===== config.mk =====
export PLATFORM = sky130hd
export DESIGN_NAME = char_lcd_nibble_bus_controller_flat
export DESIGN_NICKNAME = d
export VERILOG_FILES = /design/src/hdl/clnb_pkg.sv /design/src/hdl/clnb_ifs.sv /design/src/hdl/clnb_front.sv /design/src/hdl/clnb_queue.sv /design/src/hdl/clnb_back.sv /design/src/hdl/char_lcd_nibble_bus_controller.sv /design/src/flat_wrapper.sv
export SDC_FILE = /design/constraint.sdc
export NUM_CORES = 1
export LEC_CHECK = 0
export BUFFER_PORTS_ARGS = -buffer_cell sky130_fd_sc_hd__buf_4
export CORE_MARGIN = 3
export CORE_UTILIZATION = 25
export CTS_BUF_LIST = sky130_fd_sc_hd__clkbuf_4
export CTS_CLUSTER_SIZE = 14
export DETAILED_ROUTE_END_ITERATION = 12
export PLACE_DENSITY = 0.4
export SKIP_CTS_REPAIR_TIMING = 1
export SLEW_MARGIN = 20
export SYNTH_ARGS = -nofsm -noshare
export SYNTH_HDL_FRONTEND = slang
export SYNTH_SLANG_ARGS = --single-unit

===== constraint.sdc =====
create_clock -name clock -period 4.05 [get_ports clock]
set_input_delay 0.2025 -clock clock [delete_from_list [all_inputs] [get_ports clock]]
set_output_delay 0.2025 -clock clock [all_outputs]
set_load 0.03 [all_outputs]

===== src/hdl/clnb_pkg.sv =====
`timescale 1ns / 1ps
// ----------------------------------------------------------------------------
// clnb_pkg
// Shared types and codes for the character display nibble bus controller.
// ----------------------------------------------------------------------------
package clnb_pkg;

   // request commands
   localparam logic [2:0] CMD_WRITE_INSTR = 3'd0;
   localparam logic [2:0] CMD_WRITE_DATA  = 3'd1;
   localparam logic [2:0] CMD_SET_CURSOR  = 3'd2;
   localparam logic [2:0] CMD_RAW_INSTR   = 3'd3;
   localparam logic [2:0] CMD_BUS_NIBBLE  = 3'd4;

   // result actions
   localparam logic [1:0] ACT_READ  = 2'd0;
   localparam logic [1:0] ACT_WRITE = 2'd1;
   localparam logic [1:0] ACT_DONE  = 2'd2;

   // done status
   localparam logic [1:0] ST_OK      = 2'd0;
   localparam logic [1:0] ST_TIMEOUT = 2'd1;
   localparam logic [1:0] ST_REFUSED = 2'd2;

   // queued job kinds
   localparam logic [1:0] JOB_READS = 2'd0;
   localparam logic [1:0] JOB_WRITE = 2'd1;
   localparam logic [1:0] JOB_DONE  = 2'd2;

   // register map
   localparam int          CSR_ADDR_WIDTH     = 3;
   localparam int          CSR_DATA_WIDTH     = 32;
   localparam logic [7:0]  POLL_LIMIT_RESET   = 8'd100;
   localparam logic        CSR_IDX_POLL_LIMIT = 1'b0;

   // cursor addressing
   localparam logic [7:0]  CURSOR_BASE  = 8'h80;
   localparam logic [7:0]  CURSOR_LINE2 = 8'h40;

   localparam int          JOB_QUEUE_DEPTH = 4;

   typedef struct packed {
      logic [1:0] kind;
      logic [7:0] byte_val;
      logic       sel;
      logic [1:0] status;
   } job_type;

   typedef struct packed {
      logic [1:0] action;
      logic       reg_select;
      logic       read_not_write;
      logic [3:0] out_nibble;
      logic [1:0] status;
      logic       last;
   } result_type;

endpackage


===== src/hdl/clnb_ifs.sv =====
`timescale 1ns / 1ps
// ----------------------------------------------------------------------------
// clnb request and result channels
// Valid/ready channels carrying request and result transactions.
// ----------------------------------------------------------------------------
interface clnb_req_if;
   logic       valid;
   logic       ready;
   logic [2:0] command;
   logic [7:0] byte_value;
   logic       line;
   logic [5:0] column;
   logic [3:0] bus_nibble;

   modport source (output valid, command, byte_value, line, column, bus_nibble,
                   input ready);
   modport sink   (input valid, command, byte_value, line, column, bus_nibble,
                   output ready);
endinterface

interface clnb_rsp_if;
   logic       valid;
   logic       ready;
   logic [1:0] action;
   logic       reg_select;
   logic       read_not_write;
   logic [3:0] out_nibble;
   logic [1:0] status;
   logic       last;

   modport source (output valid, action, reg_select, read_not_write, out_nibble,
                   status, last, input ready);
   modport sink   (input valid, action, reg_select, read_not_write, out_nibble,
                   status, last, output ready);
endinterface


===== src/hdl/clnb_front.sv =====
`timescale 1ns / 1ps
// ----------------------------------------------------------------------------
// clnb_front
// Accepts requests and bus nibbles, tracks the busy poll, queues jobs.
// ----------------------------------------------------------------------------
module clnb_front (
   input  logic              clock,
   input  logic              reset,
   clnb_req_if.sink          req_ch,
   input  logic [7:0]        poll_limit,
   input  logic              queue_full,
   output logic              job_push,
   output clnb_pkg::job_type job_data
);
   import clnb_pkg::*;

   localparam logic [1:0] PH_IDLE = 2'd0;
   localparam logic [1:0] PH_HIGH = 2'd1;
   localparam logic [1:0] PH_LOW  = 2'd2;

   logic [1:0] phase_ff, phase_in;
   logic [7:0] pending_byte_ff, pending_byte_in;
   logic       pending_sel_ff, pending_sel_in;
   logic [3:0] high_nibble_ff, high_nibble_in;
   logic [7:0] polls_left_ff, polls_left_in;
   logic       accept;
   logic       busy;
   logic [7:0] cursor_addr;

   assign req_ch.ready = !queue_full;
   assign accept       = req_ch.valid && req_ch.ready;
   assign busy         = (phase_ff == PH_HIGH) || (phase_ff == PH_LOW);
   assign cursor_addr  = CURSOR_BASE | (req_ch.line ? CURSOR_LINE2 : 8'h00)
                         | {2'b00, req_ch.column};

   always_comb begin
      phase_in          = phase_ff;
      pending_byte_in   = pending_byte_ff;
      pending_sel_in    = pending_sel_ff;
      high_nibble_in    = high_nibble_ff;
      polls_left_in     = polls_left_ff;
      job_push          = 1'b0;
      job_data.kind     = JOB_DONE;
      job_data.byte_val = 8'h00;
      job_data.sel      = 1'b0;
      job_data.status   = ST_REFUSED;
      if (accept) begin
         job_push = 1'b1;
         if (req_ch.command > CMD_BUS_NIBBLE) begin
            job_data.kind = JOB_DONE;
         end else if (req_ch.command == CMD_BUS_NIBBLE) begin
            if (!busy) begin
               job_data.kind = JOB_DONE;
            end else if (phase_ff == PH_HIGH) begin
               // first status nibble: keep it, nothing to emit
               high_nibble_in = req_ch.bus_nibble;
               phase_in       = PH_LOW;
               job_push       = 1'b0;
            end else if (!high_nibble_ff[3]) begin
               job_data.kind     = JOB_WRITE;
               job_data.byte_val = pending_byte_ff;
               job_data.sel      = pending_sel_ff;
               job_data.status   = ST_OK;
               phase_in          = PH_IDLE;
            end else if (polls_left_ff <= 8'd1) begin
               job_data.kind   = JOB_DONE;
               job_data.status = ST_TIMEOUT;
               polls_left_in   = 8'd0;
               phase_in        = PH_IDLE;
            end else begin
               job_data.kind = JOB_READS;
               polls_left_in = polls_left_ff - 8'd1;
               phase_in      = PH_HIGH;
            end
         end else if (busy) begin
            job_data.kind = JOB_DONE;
         end else if (req_ch.command == CMD_RAW_INSTR) begin
            job_data.kind     = JOB_WRITE;
            job_data.byte_val = req_ch.byte_value;
            job_data.sel      = 1'b0;
            job_data.status   = ST_OK;
            phase_in          = PH_IDLE;
         end else begin
            if (req_ch.command == CMD_SET_CURSOR) begin
               pending_byte_in = cursor_addr;
               pending_sel_in  = 1'b0;
            end else begin
               pending_byte_in = req_ch.byte_value;
               pending_sel_in  = (req_ch.command == CMD_WRITE_DATA);
            end
            polls_left_in = poll_limit;
            phase_in      = PH_HIGH;
            job_data.kind = JOB_READS;
         end
      end
   end

   always_ff @(posedge clock) begin
      if (reset) begin
         phase_ff        <= PH_IDLE;
         pending_byte_ff <= 8'h00;
         pending_sel_ff  <= 1'b0;
         high_nibble_ff  <= 4'h0;
         polls_left_ff   <= 8'h00;
      end else begin
         phase_ff        <= phase_in;
         pending_byte_ff <= pending_byte_in;
         pending_sel_ff  <= pending_sel_in;
         high_nibble_ff  <= high_nibble_in;
         polls_left_ff   <= polls_left_in;
      end
   end

endmodule


===== src/hdl/clnb_queue.sv =====
`timescale 1ns / 1ps
// ----------------------------------------------------------------------------
// clnb_queue
// Small job queue between the front and the back.
// ----------------------------------------------------------------------------
module clnb_queue #(
   parameter int DEPTH = clnb_pkg::JOB_QUEUE_DEPTH
) (
   input  logic              clock,
   input  logic              reset,
   input  logic              push,
   input  clnb_pkg::job_type push_data,
   output logic              full,
   input  logic              pop,
   output logic              head_valid,
   output clnb_pkg::job_type head_data
);
   import clnb_pkg::*;

   localparam int PTR_W = $clog2(DEPTH);
   localparam int CNT_W = $clog2(DEPTH + 1);
   localparam logic [PTR_W-1:0] LAST_PTR = PTR_W'(DEPTH - 1);
   localparam logic [CNT_W-1:0] FULL_CNT = CNT_W'(DEPTH);

   job_type          slot_ff [DEPTH];
   logic [PTR_W-1:0] wr_ptr_ff, wr_ptr_in;
   logic [PTR_W-1:0] rd_ptr_ff, rd_ptr_in;
   logic [CNT_W-1:0] count_ff, count_in;
   logic             do_push, do_pop;

   assign full       = (count_ff == FULL_CNT);
   assign head_valid = (count_ff != '0);
   assign head_data  = slot_ff[rd_ptr_ff];
   assign do_push    = push && !full;
   assign do_pop     = pop && head_valid;

   always_comb begin
      wr_ptr_in = wr_ptr_ff;
      rd_ptr_in = rd_ptr_ff;
      count_in  = count_ff;
      if (do_push) begin
         wr_ptr_in = (wr_ptr_ff == LAST_PTR) ? '0 : wr_ptr_ff + 1'b1;
      end
      if (do_pop) begin
         rd_ptr_in = (rd_ptr_ff == LAST_PTR) ? '0 : rd_ptr_ff + 1'b1;
      end
      if (do_push && !do_pop) begin
         count_in = count_ff + 1'b1;
      end else if (do_pop && !do_push) begin
         count_in = count_ff - 1'b1;
      end
   end

   always_ff @(posedge clock) begin
      if (reset) begin
         wr_ptr_ff <= '0;
         rd_ptr_ff <= '0;
         count_ff  <= '0;
      end else begin
         wr_ptr_ff <= wr_ptr_in;
         rd_ptr_ff <= rd_ptr_in;
         count_ff  <= count_in;
      end
   end

   always_ff @(posedge clock) begin
      if (do_push) begin
         slot_ff[wr_ptr_ff] <= push_data;
      end
   end

endmodule


===== src/hdl/clnb_back.sv =====
`timescale 1ns / 1ps
// ----------------------------------------------------------------------------
// clnb_back
// Expands queued jobs into bus strobes and done results.
// ----------------------------------------------------------------------------
module clnb_back (
   input  logic              clock,
   input  logic              reset,
   input  logic              head_valid,
   input  clnb_pkg::job_type head_data,
   output logic              pop,
   clnb_rsp_if.source        rsp_ch
);
   import clnb_pkg::*;

   logic [1:0] step_ff, step_in;
   logic       rsp_valid_ff, rsp_valid_in;
   result_type rsp_ff;
   result_type res;
   logic       load;

   always_comb begin
      res.action         = ACT_DONE;
      res.reg_select     = 1'b0;
      res.read_not_write = 1'b0;
      res.out_nibble     = 4'h0;
      res.status         = head_data.status;
      res.last           = 1'b1;
      case (head_data.kind)
         JOB_READS: begin
            res.action         = ACT_READ;
            res.read_not_write = 1'b1;
            res.status         = ST_OK;
            res.last           = (step_ff == 2'd1);
         end
         JOB_WRITE: begin
            if (step_ff == 2'd0) begin
               res.action     = ACT_WRITE;
               res.reg_select = head_data.sel;
               res.out_nibble = head_data.byte_val[7:4];
               res.status     = ST_OK;
               res.last       = 1'b0;
            end else if (step_ff == 2'd1) begin
               res.action     = ACT_WRITE;
               res.reg_select = head_data.sel;
               res.out_nibble = head_data.byte_val[3:0];
               res.status     = ST_OK;
               res.last       = 1'b0;
            end else begin
               res.status = ST_OK;
            end
         end
         default: begin
            res.action = ACT_DONE;
         end
      endcase
   end

   assign load = head_valid && (!rsp_valid_ff || rsp_ch.ready);
   assign pop  = load && res.last;

   always_comb begin
      step_in      = step_ff;
      rsp_valid_in = rsp_valid_ff;
      if (rsp_valid_ff && rsp_ch.ready) begin
         rsp_valid_in = 1'b0;
      end
      if (load) begin
         rsp_valid_in = 1'b1;
         step_in      = res.last ? 2'd0 : step_ff + 2'd1;
      end
   end

   always_ff @(posedge clock) begin
      if (reset) begin
         step_ff      <= 2'd0;
         rsp_valid_ff <= 1'b0;
      end else begin
         step_ff      <= step_in;
         rsp_valid_ff <= rsp_valid_in;
      end
   end

   always_ff @(posedge clock) begin
      if (load) begin
         rsp_ff <= res;
      end
   end

   assign rsp_ch.valid          = rsp_valid_ff;
   assign rsp_ch.action         = rsp_ff.action;
   assign rsp_ch.reg_select     = rsp_ff.reg_select;
   assign rsp_ch.read_not_write = rsp_ff.read_not_write;
   assign rsp_ch.out_nibble     = rsp_ff.out_nibble;
   assign rsp_ch.status         = rsp_ff.status;
   assign rsp_ch.last           = rsp_ff.last;

   a_step_range: assert property (@(posedge clock) disable iff (reset)
      step_ff != 2'd3)
      else $error("back step counter out of range");

   a_reads_two_steps: assert property (@(posedge clock) disable iff (reset)
      (head_valid && head_data.kind == JOB_READS) |-> step_ff != 2'd2)
      else $error("read job ran past its second strobe");

   a_reset_empty: assert property (@(posedge clock)
      reset |=> !rsp_valid_ff)
      else $error("result pending right after reset");

   a_step_clears_on_pop: assert property (@(posedge clock) disable iff (reset)
      pop |=> step_ff == 2'd0)
      else $error("step not cleared after finishing a job");

endmodule


===== src/hdl/char_lcd_nibble_bus_controller.sv =====
`timescale 1ns / 1ps
// ----------------------------------------------------------------------------
// char_lcd_nibble_bus_controller
// 4-bit character display bus controller with busy-flag polling.
// ----------------------------------------------------------------------------
// path: the first result of a transaction is written into the job queue on
//   the accepting edge and then loaded into the output register, where it
//   can be taken; a stall on the result port holds it in the queue
// throughput: one request per cycle while the job queue has room; up to 3
//   results per job leave at one per cycle while the result port is ready
// reset: synchronous, active high; clears poll phase, queue and output
//   valid flag, poll_limit returns to 100
module char_lcd_nibble_bus_controller #(
   parameter int QUEUE_DEPTH = clnb_pkg::JOB_QUEUE_DEPTH
) (
   input  logic                                clock,
   input  logic                                reset,
   clnb_req_if.sink                            req_ch,
   clnb_rsp_if.source                          rsp_ch,
   input  logic                                psel,
   input  logic                                penable,
   input  logic                                pwrite,
   input  logic [clnb_pkg::CSR_ADDR_WIDTH-1:0] paddr,
   input  logic [clnb_pkg::CSR_DATA_WIDTH-1:0] pwdata,
   output logic [clnb_pkg::CSR_DATA_WIDTH-1:0] prdata,
   output logic                                pready
);
   import clnb_pkg::*;

   // configuration register
   logic [7:0] poll_limit_ff, poll_limit_in;
   logic       csr_write;
   logic       csr_hit;

   // front to queue, queue to back
   logic    job_push;
   job_type job_data;
   logic    queue_full;
   logic    head_valid;
   job_type head_data;
   logic    job_pop;

   // apb: zero wait states, write lands on the access phase
   assign pready    = 1'b1;
   assign csr_hit   = (paddr[CSR_ADDR_WIDTH-1] == CSR_IDX_POLL_LIMIT);
   assign csr_write = psel && penable && pwrite && pready && csr_hit;

   always_comb begin
      poll_limit_in = poll_limit_ff;
      if (csr_write) begin
         poll_limit_in = pwdata[7:0];
      end
   end

   always_comb begin
      prdata = '0;
      if (csr_hit) begin
         prdata = {{(CSR_DATA_WIDTH-8){1'b0}}, poll_limit_ff};
      end
   end

   always_ff @(posedge clock) begin
      if (reset) begin
         poll_limit_ff <= POLL_LIMIT_RESET;
      end else begin
         poll_limit_ff <= poll_limit_in;
      end
   end

   // front: classifies each transaction and owns the poll state
   clnb_front u_front (
      .clock      (clock),
      .reset      (reset),
      .req_ch     (req_ch),
      .poll_limit (poll_limit_ff),
      .queue_full (queue_full),
      .job_push   (job_push),
      .job_data   (job_data)
   );

   // queue decouples request acceptance from result delivery
   clnb_queue #(
      .DEPTH (QUEUE_DEPTH)
   ) u_queue (
      .clock      (clock),
      .reset      (reset),
      .push       (job_push),
      .push_data  (job_data),
      .full       (queue_full),
      .pop        (job_pop),
      .head_valid (head_valid),
      .head_data  (head_data)
   );

   // back: one result per cycle into a registered output, unless the result port stalls
   clnb_back u_back (
      .clock      (clock),
      .reset      (reset),
      .head_valid (head_valid),
      .head_data  (head_data),
      .pop        (job_pop),
      .rsp_ch     (rsp_ch)
   );

endmodule


===== src/flat_wrapper.sv =====
// flat-port wrapper written by rule: the top's interface ports become plain ports
module char_lcd_nibble_bus_controller_flat import clnb_pkg::*;
#(
   parameter int QUEUE_DEPTH = clnb_pkg::JOB_QUEUE_DEPTH
)
  (clock, reset, psel, penable, pwrite, paddr, pwdata, prdata, pready, req_ch_valid, req_ch_command, req_ch_byte_value, req_ch_line, req_ch_column, req_ch_bus_nibble, req_ch_ready, rsp_ch_valid, rsp_ch_action, rsp_ch_reg_select, rsp_ch_read_not_write, rsp_ch_out_nibble, rsp_ch_status, rsp_ch_last, rsp_ch_ready);
  clnb_req_if req_ch_i ();
  clnb_rsp_if rsp_ch_i ();
  input  logic clock;
  input  logic reset;
  input  logic psel;
  input  logic penable;
  input  logic pwrite;
  input  logic [clnb_pkg::CSR_ADDR_WIDTH-1:0] paddr;
  input  logic [clnb_pkg::CSR_DATA_WIDTH-1:0] pwdata;
  output logic [clnb_pkg::CSR_DATA_WIDTH-1:0] prdata;
  output logic pready;
  input wire logic [$bits(req_ch_i.valid)-1:0] req_ch_valid;
  input wire logic [$bits(req_ch_i.command)-1:0] req_ch_command;
  input wire logic [$bits(req_ch_i.byte_value)-1:0] req_ch_byte_value;
  input wire logic [$bits(req_ch_i.line)-1:0] req_ch_line;
  input wire logic [$bits(req_ch_i.column)-1:0] req_ch_column;
  input wire logic [$bits(req_ch_i.bus_nibble)-1:0] req_ch_bus_nibble;
  output wire logic [$bits(req_ch_i.ready)-1:0] req_ch_ready;
  output wire logic [$bits(rsp_ch_i.valid)-1:0] rsp_ch_valid;
  output wire logic [$bits(rsp_ch_i.action)-1:0] rsp_ch_action;
  output wire logic [$bits(rsp_ch_i.reg_select)-1:0] rsp_ch_reg_select;
  output wire logic [$bits(rsp_ch_i.read_not_write)-1:0] rsp_ch_read_not_write;
  output wire logic [$bits(rsp_ch_i.out_nibble)-1:0] rsp_ch_out_nibble;
  output wire logic [$bits(rsp_ch_i.status)-1:0] rsp_ch_status;
  output wire logic [$bits(rsp_ch_i.last)-1:0] rsp_ch_last;
  input wire logic [$bits(rsp_ch_i.ready)-1:0] rsp_ch_ready;
  assign req_ch_i.valid = req_ch_valid;
  assign req_ch_i.command = req_ch_command;
  assign req_ch_i.byte_value = req_ch_byte_value;
  assign req_ch_i.line = req_ch_line;
  assign req_ch_i.column = req_ch_column;
  assign req_ch_i.bus_nibble = req_ch_bus_nibble;
  assign req_ch_ready = req_ch_i.ready;
  assign rsp_ch_valid = rsp_ch_i.valid;
  assign rsp_ch_action = rsp_ch_i.action;
  assign rsp_ch_reg_select = rsp_ch_i.reg_select;
  assign rsp_ch_read_not_write = rsp_ch_i.read_not_write;
  assign rsp_ch_out_nibble = rsp_ch_i.out_nibble;
  assign rsp_ch_status = rsp_ch_i.status;
  assign rsp_ch_last = rsp_ch_i.last;
  assign rsp_ch_i.ready = rsp_ch_ready;
  char_lcd_nibble_bus_controller #(.QUEUE_DEPTH(QUEUE_DEPTH)) u_core (.clock(clock), .reset(reset), .req_ch(req_ch_i), .rsp_ch(rsp_ch_i), .psel(psel), .penable(penable), .pwrite(pwrite), .paddr(paddr), .pwdata(pwdata), .prdata(prdata), .pready(pready));
endmodule

# Word level (Yosys, flattened, before mapping)
# Memory sizes are Yosys's and may differ from the RTL's. A register that Yosys moved wholly into a read port is not among the register bits.
# Cells that the tools add are included.
# totals
reg_bits	52
latch_bits	0
mem_bits_rw	52
romBits	0
in_bits	64
n_memories	1
# classes
addsub	6
multipliers	0
div_mod_pow	0
order_cmp	2
n_eq_ne	16
shift	0
n_mux	58
bitwise_logic	6
reduce_logical	26
# memory_table
memory	depth	word_bits	read_ports	rd_ports_with_merged_regs	wr	line_no	source
u_core.u_queue.slot_ff	4	13	1	1	1	clnb_queue.sv:25	job_type slot_ff [DEPTH];
# op_table
op	count
8-bit two-way mux	9
11-bit two-way mux	4
13-bit two-way mux	3
2-bit two-way mux	16
1-bit two-way mux	16
7-bit two-way mux	2
3-bit two-way mux	4
1-bit logical AND	11
5-bit AND reduction	2
9-bit two-way mux	1
8-bit by 1-bit less-or-equal comparator with 1-bit output (second input constant)	1
2-bit inequality test (second input constant)	4
8-bit by 6-bit bitwise OR with 8-bit output	1
8-bit by 1-bit subtractor with 8-bit output (second input constant)	1
7-bit AND reduction	1
2-bit by 1-bit adder with 2-bit output (second input constant)	3
2-bit by 1-bit == test with 1-bit output (second input constant)	3
2-bit == test (second input constant)	3
3-bit by 2-bit == test with 1-bit output (second input constant)	2
3-bit == test (second input constant)	2
3-bit case mux with 2 select lines	1
1-bit NOT	5
1-bit logical NOT	4
2-bit logical NOT	2
other kinds (11)	13

# Logic depth before layout (Yosys ltp)
# depth
ltp_word	11
depth_mapped	12
ltp_nobuf	12

# By module
# A second synthesis with hierarchy kept.
# hier_totals
cells_unflattened	428
hier_area_um2	5016.1
# modules_own_cells
module	instances	cells_each	area_per_inst_um2	seq_area_each_um2
clnb_queue	1	117	2363.5	1741.7
clnb_front	1	190	1407.6	400.4
clnb_back	1	51	629.4	390.4
char_lcd_nibble_bus_controller	1	70	615.6	160.2

# Least setup slack after synthesis
# No wires, ideal clock.
# synth_path
kind	register to register
from	reg (tool-made name)
to	reg u_core.u_queue.count_ff[2]
setup_ns	0.070
t_arrival_ns	2.745
path_slack_ns	1.235
path_stages_with_launch	11
path_buffers	0
period_less_slack_ns	2.815
path_cell_list	dfxtp_1 mux4_2 a21o_1 or2_2 nand2_1 ha_1 inv_1 fa_1 xor2_1 or3_1 a21oi_1
# synth_lines
item	line_no	source
to (signal assigned)	clnb_queue.sv:62	count_ff <= count_in;
to (decl)	clnb_queue.sv:28	logic [CNT_W-1:0] count_ff, count_in;

==> flow_metrics.env <==
export IMPL_core_area_mm2=0.01902
export IMPL_clock_latency_ns=0.48
export IMPL_rsz0062_at_grt="no"
export IMPL_seqPwrFrac_pct=47.1
export IMPL_routed_wl_um=11340
export IMPL_synthesis_area_mm2=0.004916
export IMPL_fin_util_pct=30.30
export IMPL_reg2reg_to="u_core.u_queue.count_ff[2]$_SDFFE_PP0P_"
export IMPL_drt_iter0_markers=313
export IMPL_whs_ns=0.02244
export IMPL_drt_pass1_iter_count=4
export IMPL_grt_pass1_wl_um=17940
export IMPL_status="complete, no violations"
export IMPL_min_path_type="primary input to register"
export IMPL_swShare_pct=35.60
export IMPL_regToRegSetupSlack_ns=0.75
export IMPL_crit_end="u_core.u_queue.count_ff[2]$_SDFFE_PP0P_"
export IMPL_syn_inst=420
export IMPL_track_usage_pct=10.67
export IMPL_power_density_mw_per_mm2=507.0
export IMPL_internal_power_w=0.001882
export IMPL_cap_violations=0
export IMPL_dieWidth_um=146.2
export IMPL_vdd_drop_max_uv=172.0
export IMPL_post_route_period_util_pct=81.51
export IMPL_dp_hpwl_um=7847
export IMPL_grt_max_degree=43
export IMPL_crit_path_end_kind="register"
export IMPL_layout_common_cells="edfxtp_1, buf_4, nor2_1, dfxtp_1, nand2_1"
export IMPL_cp_arrival_ns=3.71
export IMPL_ys_seq_elements=103
export IMPL_vias_per_cell=4.469
export IMPL_synth_edf_count=63
export IMPL_place_area_mm2=0.005523
export IMPL_final_nets=561
export IMPL_drive_gt1_share_pct=20.90
export IMPL_routedWlPerCell_um=15.13
export IMPL_num_rows=50
export IMPL_place_congestion=0.7315
export IMPL_drtAntennaViolNets=0
export IMPL_syn_avg_cell_area_um2=11.70
export IMPL_synth_cell_type_count=58
export IMPL_grt_pass1_vias=3269
export IMPL_cp_start_kind="register"
export IMPL_finalSetupViolCount=0
export IMPL_root_buffer="clkbuf_4"
export IMPL_clock_sinks=103
export IMPL_r2r_cells=10
export IMPL_critPathRequiredTime_ns=4.46
export IMPL_cts_tree="done"
export IMPL_max_freq_mhz=302.9
export IMPL_finalSetupTns_ns=0
export IMPL_hold_violations=0
export IMPL_yosysWarningCount=0
export IMPL_drc=0
export IMPL_syn_to_final_growth_pct=17.23
export IMPL_die_y_um=146.2
export IMPL_vias=3347
export IMPL_clock_path_buffers=2
export IMPL_synthArstFlopShare_pct=0
export IMPL_power_share_clock_pct=19.8
export IMPL_final_common_cell="edfxtp_1"
export IMPL_pin_count=110
export IMPL_finClkSkew_ns=0.01624
export IMPL_p_leak_nw=2.106
export IMPL_slew_headroom_pct=48.70
export IMPL_antenna_found_initial=1
export IMPL_p_comb_share_pct=33.1
export IMPL_start_util_pct=25.85
export IMPL_p_switching_w=0.001040
export IMPL_overflow=0
export IMPL_port_buffers=55
export IMPL_ys_flop_type="edfxtp_1"
export IMPL_synth_yosys_seq_area_share_pct=54.77
export IMPL_worst_setup_path_type="register to register"
export IMPL_h_tree_depth=3
export IMPL_die_area_mm2=0.02138
export IMPL_path_clk_slew_ns=0.16
export IMPL_final_area_mm2=0.005763
export IMPL_layout_min_cycle_time_ns=3.301
export IMPL_crit_fanout=7
export IMPL_maxSlewViolCount=0
export IMPL_numCtsBuffers=9
export IMPL_max_slew_worst_pin_slew_ns=0.7695
critical path, stage by stage (launching register included):
cell and delay [ns]:
dfxtp_1 0.63, mux4_2 0.64, a21o_1 0.26, or2_2 0.34, nand2_1 0.09, ha_1 0.19
inv_1 0.06, fa_1 0.38, xor2_1 0.18, or3_1 0.31, a21oi_1 0.16
sequential cells by signal, indices dropped and copies added, names as in the netlist, 2 cells and up, named ones only:
register and cells:
u_core.poll_limit_ff 8, u_core.u_back.rsp_ch.action 2, u_core.u_back.rsp_ch.out_nibble 4, u_core.u_back.rsp_ch.status 2, u_core.u_back.step_ff 2, u_core.u_front.pending_byte_ff 8, u_core.u_front.phase_ff 2, u_core.u_front.polls_left_ff 8
u_core.u_queue.count_ff 3, u_core.u_queue.rd_ptr_ff 2, u_core.u_queue.slot_ff 52, u_core.u_queue.wr_ptr_ff 2
power groups by stage:
stage / Combinational [W] / Clock [W] / Sequential (W)
floorplan: 0.000579 / 0 / 0.00150
global placement: 0.000964 / 0 / 0.00140
detailed placement: 0.000975 / 0 / 0.00140
CTS: 0.000980 / 0.000607 / 0.00138
global route: 0.00107 / 0.000644 / 0.00140
finish: 0.000967 / 0.000580 / 0.00137
kinds of logic (layout without fill, tap and decap cells):
| logic type | count (synthesis) | after routing | synth area share (%) |
|---|---|---|---|
| simple gates | 133 | 133 | 13.54 |
| flops | 103 | 103 | 54.77 |
| compound gates | 78 | 78 | 12.09 |
| buf+inv | 64 | 109 | 7.177 |
| mux | 24 | 24 | 8.196 |
| fa+ha+maj | 14 | 14 | 3.716 |
| other cells | 2 | 26 | 0.1528 |
| xor+xnor | 2 | 2 | 0.3564 |
worst min-delay path by stage:
stage	startpoint	endpoint	slack [ns]	cells past startpoint
2_1_floorplan	pwdata[2]	u_core.poll_limit_ff[2]$_SDFFE_PP1P_	0.33	2
3_3_place_gp	pwdata[5]	u_core.poll_limit_ff[5]$_SDFFE_PP1P_	0.42	3
3_5_place_dp	pwdata[5]	u_core.poll_limit_ff[5]$_SDFFE_PP1P_	0.42	3
4_1_cts	pwdata[2]	u_core.poll_limit_ff[2]$_SDFFE_PP1P_	-0.13	3
5_1_grt	rsp_ch_ready	u_core.u_back.rsp_ch.valid$_SDFFE_PP0P_	0.01	4
6_report	req_ch_command[0]	u_core.u_front.pending_sel_ff$_SDFFE_PP0P_	0.02	3
cell usage after synthesis, drive strengths merged (3+ instances only):
cell / count / area share, %
buf: 31 / 4.7
and2: 9 / 1.1
mux2i: 11 / 2.2
nor2: 40 / 3.1
nor2b: 11 / 1.4
a211oi: 15 / 2.5
edfxtp: 63 / 38
a31oi: 5 / 0.64
nor3: 5 / 0.51
nand4: 3 / 0.38
mux4: 13 / 6.0
nand2b: 5 / 0.64
a21oi: 13 / 1.3
ha: 13 / 3.3
clkbuf: 11 / 0.84
inv: 22 / 1.7
or2: 4 / 0.51
nand2: 32 / 2.4
o32ai: 5 / 0.89
o21ai: 5 / 0.51
a32oi: 3 / 0.53
or3: 3 / 0.38
a22oi: 14 / 2.1
and3: 3 / 0.38
dfxtp: 40 / 16
nand3: 5 / 0.51
per-stage QoR:
stage	setup slack, ns	total power (W)	std cells
after floorplan	1.235	0.002076	443
after global placement	0.8109	0.002364	723
after detailed placement	0.7483	0.002378	723
after CTS	0.6962	0.002967	739
after global routing	0.5051	0.003109	749
final	0.7488	0.002922	749
per-layer routing:
layer | global-route usage (%) | share of wire [%] | up-vias
met5 | 0 | 0 | -
met4 | 4.186 | 1.6 | 0
met3 | 2.452 | 5.0 | 15
met2 | 16.46 | 47 | 90
met1 | 14.59 | 47 | 1608
li1 | - | - | 1634
layout make-up:
cell class / count / area [µm²]
fill: 2009 / 13260
sequential: 103 / 2693
multi-input combinational: 276 / 1957
timing repair buffer: 71 / 555.5
tap: 260 / 325.3
clock buffer: 11 / 82.58
inverter: 22 / 82.58
clock inverter: 5 / 65.06
antenna: 1 / 2.502
Note: power is estimated with default switching activity, not from simulation.
